### src/sv/gca_pkg.sv
// ----------------------------------------------------------------------------
// gca_pkg: shared types and constants of the glyph cache atlas allocator
// holds geometry of the cache, status codes, register indexes and the
// controller state type
// ----------------------------------------------------------------------------
package gca_pkg;

	localparam int BUCKETS      = 256;
	localparam int BUCKET_DEPTH = 8;
	localparam int MAX_TEXTURES = 16;

	localparam int BKT_W  = $clog2(BUCKETS);
	localparam int POS_W  = (BUCKET_DEPTH > 1) ? $clog2(BUCKET_DEPTH) : 1;
	localparam int FILL_W = $clog2(BUCKET_DEPTH + 1);
	localparam int SLOTS  = BUCKETS * BUCKET_DEPTH;
	localparam int SLOT_W = $clog2(SLOTS);
	localparam int TC_W   = 5;

	localparam logic [10:0] PEN_MAX   = 11'd2047;
	localparam logic [8:0]  ROW_MAX   = 9'd511;
	localparam logic [9:0]  COORD_MAX = 10'd1023;

	// status codes
	localparam logic [2:0] ST_HIT      = 3'd0;
	localparam logic [2:0] ST_INSERT   = 3'd1;
	localparam logic [2:0] ST_NEW_TEX  = 3'd2;
	localparam logic [2:0] ST_FULL     = 3'd3;
	localparam logic [2:0] ST_EXHAUST  = 3'd4;

	// register indexes
	localparam logic [1:0] REG_WIDTH  = 2'd0;
	localparam logic [1:0] REG_HEIGHT = 2'd1;
	localparam logic [1:0] REG_PAD    = 2'd2;

	typedef enum logic [2:0] {
		S_IDLE,
		S_READ,
		S_CMP,
		S_PLACE,
		S_SHIFT_RD,
		S_SHIFT_WR,
		S_WRITE,
		S_OUT
	} state_t;

	// commands from controller to datapath
	typedef struct packed {
		logic load;       // capture input item
		logic rd;         // read slot at pos
		logic pos_inc;    // advance walk position
		logic place;      // compute placement
		logic shift_rd;   // read slot k-1
		logic shift_wr;   // write slot k, decrement k
		logic ins_wr;     // write new entry, commit state
		logic res_hit;    // result from read record
		logic res_fail;   // result is failure
		logic res_ins;    // result is insertion
		logic out_set;    // present result
	} cmd_t;

	// status from datapath to controller
	typedef struct packed {
		logic walk_done;  // pos reached fill
		logic hit;        // key equals code
		logic stop;       // key greater than code
		logic full;       // bucket full
		logic exhaust;    // no texture left
		logic shift_done; // k reached pos
		logic out_busy;   // result register occupied
	} stat_t;

	typedef struct packed {
		logic [7:0]  adv;
		logic [7:0]  by;
		logic [7:0]  bx;
		logic [7:0]  h;
		logic [7:0]  w;
		logic [9:0]  y;
		logic [9:0]  x;
		logic [3:0]  tex;
	} rec_t;

endpackage

### src/sv/gca_ctrl.sv
// ----------------------------------------------------------------------------
// gca_ctrl: controller of the glyph cache atlas allocator
// sequences bucket walk, placement, insertion shift and result handoff
// ----------------------------------------------------------------------------
module gca_ctrl (
	input  logic           clk,
	input  logic           arst_n,
	input  logic           in_valid,
	output logic           in_ready,
	input  gca_pkg::stat_t st,
	output gca_pkg::cmd_t  cmd
);

	gca_pkg::state_t state_q, state_d;

	// state register
	always_ff @(posedge clk or negedge arst_n) begin
		if (!arst_n) state_q <= gca_pkg::S_IDLE;
		else state_q <= state_d;
	end

	// next state
	always_comb begin
		state_d = state_q;
		unique case (state_q)
			gca_pkg::S_IDLE: if (in_valid) state_d = gca_pkg::S_READ;
			gca_pkg::S_READ: begin
				if (st.walk_done) state_d = gca_pkg::S_PLACE;
				else state_d = gca_pkg::S_CMP;
			end
			gca_pkg::S_CMP: begin
				priority if (st.hit) state_d = gca_pkg::S_OUT;
				else if (st.stop) state_d = gca_pkg::S_PLACE;
				else state_d = gca_pkg::S_READ;
			end
			gca_pkg::S_PLACE: begin
				priority if (st.full || st.exhaust) state_d = gca_pkg::S_OUT;
				else if (st.shift_done) state_d = gca_pkg::S_WRITE;
				else state_d = gca_pkg::S_SHIFT_RD;
			end
			gca_pkg::S_SHIFT_RD: state_d = gca_pkg::S_SHIFT_WR;
			gca_pkg::S_SHIFT_WR: begin
				if (st.shift_done) state_d = gca_pkg::S_WRITE;
				else state_d = gca_pkg::S_SHIFT_RD;
			end
			gca_pkg::S_WRITE: state_d = gca_pkg::S_OUT;
			gca_pkg::S_OUT: if (!st.out_busy) state_d = gca_pkg::S_IDLE;
			default: state_d = gca_pkg::S_IDLE;
		endcase
	end

	// outputs
	always_comb begin
		cmd = '0;
		in_ready = 1'b0;
		unique case (state_q)
			gca_pkg::S_IDLE: begin
				in_ready = 1'b1;
				cmd.load = in_valid;
			end
			gca_pkg::S_READ: cmd.rd = !st.walk_done;
			gca_pkg::S_CMP: begin
				cmd.pos_inc = !st.hit && !st.stop;
				cmd.res_hit = st.hit;
			end
			gca_pkg::S_PLACE: begin
				cmd.place = 1'b1;
				cmd.res_fail = st.full || st.exhaust;
			end
			gca_pkg::S_SHIFT_RD: cmd.shift_rd = 1'b1;
			gca_pkg::S_SHIFT_WR: cmd.shift_wr = 1'b1;
			gca_pkg::S_WRITE: begin
				cmd.ins_wr = 1'b1;
				cmd.res_ins = 1'b1;
			end
			gca_pkg::S_OUT: cmd.out_set = !st.out_busy;
			default: ;
		endcase
	end

endmodule

### config.mk
export PLATFORM = sky130hd
export DESIGN_NAME = gca_ctrl
export DESIGN_NICKNAME = d
export VERILOG_FILES = /design/src/sv/gca_pkg.sv /design/src/sv/gca_ctrl.sv
export SDC_FILE = /design/constraint.sdc
export NUM_CORES = 1
export LEC_CHECK = 0
export ABC_AREA = 1
export BUFFER_PORTS_ARGS = -buffer_cell sky130_fd_sc_hd__buf_2
export CORE_AREA = 2 2 39 41
export DETAILED_ROUTE_END_ITERATION = 8
export DIE_AREA = 0 0 41 43
export SKIP_LAST_GASP = 1
export SYNTH_ARGS = -nofsm -noshare
export SYNTH_HDL_FRONTEND = slang
export SYNTH_SLANG_ARGS = --single-unit
### constraint.sdc
create_clock -name clk -period 1.7 [get_ports clk]
set_clock_uncertainty 0.2 [all_clocks]
set_input_delay 0.17 -clock clk [delete_from_list [all_inputs] [get_ports clk]]
set_output_delay 0.17 -clock clk [all_outputs]
set_load 0.1 [all_outputs]
---- After elaboration in Yosys (flattened, before gate mapping) ----
Index checks and enable logic that the tools add are counted.
word-level totals
  register bits after elaboration ......... 3
  input bits .............................. 10
  output and inout port bits .............. 12
  word-level logic and storage cells ...... 37
cells by class
  equal/unequal tests ..................... 9
  multiplexer cells ....................... 19
  reductions and logical operators ........ 8
operator list
  operator                                              count
  case mux 3 bit (8 select lines)                       1
  equality test 3 bit (second input constant)           4
  2-to-1 mux 1 bit                                      12
  2-to-1 mux 3 bit                                      3
  equality test 3 x 2 -> 1 bit (second input constant)  2
  2-to-1 mux 2 bit                                      3
  zero test 1 bit                                       4
  inequality test 2 bit (second input constant)         2
  equality test 3 x 1 -> 1 bit (second input constant)  1
  zero test 3 bit                                       1
  AND reduction 2 bit                                   1
  logical AND 1 bit                                     1
  logical OR 1 bit                                      1

---- Longest topological paths before layout ----
  depth in word-level cells ............... 3
  depth in mapped cells ................... 7
  depth with buffers taken out ............ 7

---- Worst setup path before layout ----
No wires, ideal clock.
  path kind ............................... register to output
  start point ............................. register state_q[2]
  end point ............................... output port cmd[0] (netlist bit)
  arrival time ............................ 2.634 ns
  data required time ...................... 1.330 ns
  slack ................................... -1.304 ns
  stages on the path, launching flop included .. 3
  path buffers ............................ 0
  cells stage by stage .................... dfrtp_1 inv_2 nor3_1
RTL lines
  what                    line            text
  from (decl)             gca_ctrl.sv:14  gca_pkg::state_t state_q, state_d;
  from (signal assigned)  gca_ctrl.sv:18  if (!arst_n) state_q <= gca_pkg::S_IDLE;
  from (signal assigned)  gca_ctrl.sv:19  else state_q <= state_d;
  to (decl)               gca_ctrl.sv:11  output gca_pkg::cmd_t cmd

==> results.tsv <==
stage	metric	value	unit
route	first_pass_iters	4	
route	dr_total_vias	391	
grt	grt_max_degree	11	
grt	grt_pass1_wl	1.33	mm
critical_path	arrival	1.29	ns
clock_network	cts_buffers	3	
sta	whs	0.0664	ns
route	viasPerCell	4.16	
min_path	hold_class	input pin to async pin	
critical_path	cp-end-kind	output pin	
sta	clock.fmax	601	MHz
grt	globalRouteMet2Util	15.6	%
yosys	syn_inst	50	
clock_network	htreeDepth	1	
clock_network	cts_sinks	3	
yosys	ys_types	15	
critical_path	cpMaxStageDelayCell	dfrtp_2	
route	drc	0	
grt	met3_usage	3.14	%
critical_path	critPathRequiredTime	1.33	ns
sta	finalCritPeriodShare	97.9	%
cells_and_area	final-instance-count-excl-fill	94	
clock_network	clock_latency	0.23	ns
route	wl	777	um
clock_network	clock_path_buffers	2	
sta	period_minus_slack	1.66	ns
cells_and_area	layout_commonest_cell	buf_12	
cells_and_area	largest_reg_flops	3	
cells_and_area	area_growth	155	%
floorplan	rows	14	
grt	grt_pass1_vias	364	
critical_path	crit_buf_inv	2	
placement	placedCellCount	87	
grt	grt_use_total	11.2	%
route	post_drt_wl_per_cell	8.27	um
critical_path	cp_max_fo	7	
grt	antenna_found_initial	0	
grt	overflow	0	
route	first_iter_violations	3	
cells_and_area	diodes	0	
sta	drv_slew	0	
sta	slew_headroom	88.6	%
yosys	netlist_area	290	um2
yosys	yosys_warnings	0	
critical_path	slowest_delay	0.43	ns
sta	hold_violations	0	
grt	grt.busiest_layer	met2	
job	maxCapViolations	0	
floorplan	dieWidth	41	um
floorplan	initial_utilization	21.0	%
critical_path	path_delay_family	flip-flops	
status	outcome	finished clean	
placement	hpwl	645	um
sta	rsz0062_at_grt	true	
cells_and_area	fin_nets	89	
critical_path	cp-start-kind	register	
clock_network	path_clk_slew	0.04	ns
placement	port_buffers	21	
sta	worstMarginPinSlew	0.171	ns
clock_network	root_buffer	clkbuf_4	
cells_and_area	final_util	53.4	%
clock_network	cts_tree	built	
placement	gp_congestion	0.846	
route	drtAntennaViolNets	0	
sta	setup_viol	0	
cells_and_area	drive_above_1_share	60.3	%
cells_and_area	final_cell_mix	buf_12, nand2_1, buf_2, inv_1	
floorplan	num_io_pins	22	
critical_path	crit_type	register to output pin	
critical_path	worstPathCellList	nand2_2 > nor2_4 > nand2_4 > inv_12 > buf_12	
floorplan	die-height	43	um
cells_and_area	top_regs	state_q x3	
yosys	syn_area_per_cell	5.81	um2
yosys	synth_seq_area_share	25.9	%
grt	gr-usage-met1	14.0	%
floorplan	die_area	1760	um2
cells_and_area	largest_register	state_q	
yosys	ys_ff_latch	3	
floorplan	coreArea	1380	um2
yosys	syn_nets	60	
-- cell usage after synthesis --
library cell	instances	area (um2)
inv_2	2	7.51
inv_1	9	33.8
nand3_2	1	10.0
nor2_1	10	37.5
nand3b_1	1	7.51
dfrtp_1	3	75.1
nand2_1	10	37.5
nor3_1	3	15.0
nand4_1	1	6.26
nand3_1	4	20.0
buf_4	1	7.51
nor2_4	1	11.3
clkinv_1	1	3.75
nand2_2	2	12.5
a21oi_1	1	5.00
-- layout make-up --
cell class / instances / area [um2]
Multi-Input combinational cell: 34 / 236
Tap cell: 16 / 20.0
Fill cell: 123 / 644
Timing Repair Buffer: 25 / 318
Clock buffer: 4 / 26.3
Sequential cell: 3 / 78.8
Inverter: 12 / 60.1
-- final timing paths --
path / startpoint / endpoint / slack [ns] / cells past startpoint
max: state_q[0]$_DFFE_PN0P_ / cmd[2] / 0.04 / 5
max reg2reg: state_q[0]$_DFFE_PN0P_ / state_q[1]$_DFFE_PN0P_ / 0.38 / 6
max in group asynchronous: arst_n / state_q[2]$_DFFE_PN0P_ / 1.12 / 2
min: arst_n / state_q[0]$_DFFE_PN0P_ / 0.07 / 2
min in group clk: st[0] / state_q[0]$_DFFE_PN0P_ / 0.07 / 3
min reg2reg: state_q[0]$_DFFE_PN0P_ / state_q[0]$_DFFE_PN0P_ / 0.46 / 3
-- logic make-up (layout without fill, tap and decap cells) --
| logic type | Yosys count | after routing | synth area share (%) |
|---|---|---|---|
| AO/OA/AOI/OAI | 1 | 1 | 1.72 |
| buffers and inverters | 13 | 41 | 18.1 |
| flip-flops | 3 | 3 | 25.9 |
| AND/OR/NAND/NOR | 33 | 33 | 54.3 |
-- stage by stage --
| stage | cell area [um2] | setup WS (ns) | setup TNS (ns) |
|---|---|---|---|
| 2_1_floorplan | 392 | -0.153 | -0.755 |
| 3_3_place_gp | 684 | 0.205 | 0 |
| 3_5_place_dp | 684 | 0.195 | 0 |
| 4_1_cts | 724 | -0.0246 | -0.0246 |
| 5_1_grt | 739 | -0.0247 | -0.0892 |
| 6_report | 739 | 0.0360 | 0 |
-- per-layer routing --
layer | part of all wire [%] | wire (um) | vias to the layer above
li1 | - | - | 206
met1 | 40 | 313 | 173
met2 | 55 | 431 | 12
met3 | 4.1 | 32 | 0
met4 | 0 | 0 | 0
met5 | 0 | 0 | -
-- what timing repair did --
action | CTS | global route
setup endpoints to repair | 7 | 7
gates resized for setup | 2 | 0
pin swaps | 1 | 2
cloned | 0 | 0
endpoints found under the hold margin | 3 | 0
buffers inserted | 0 | 2
hold buffers | 1 | 0
Power is left out: the tool's default activity adds up to more than one toggle a clock period on the data nets, which glitch-free logic cannot reach.
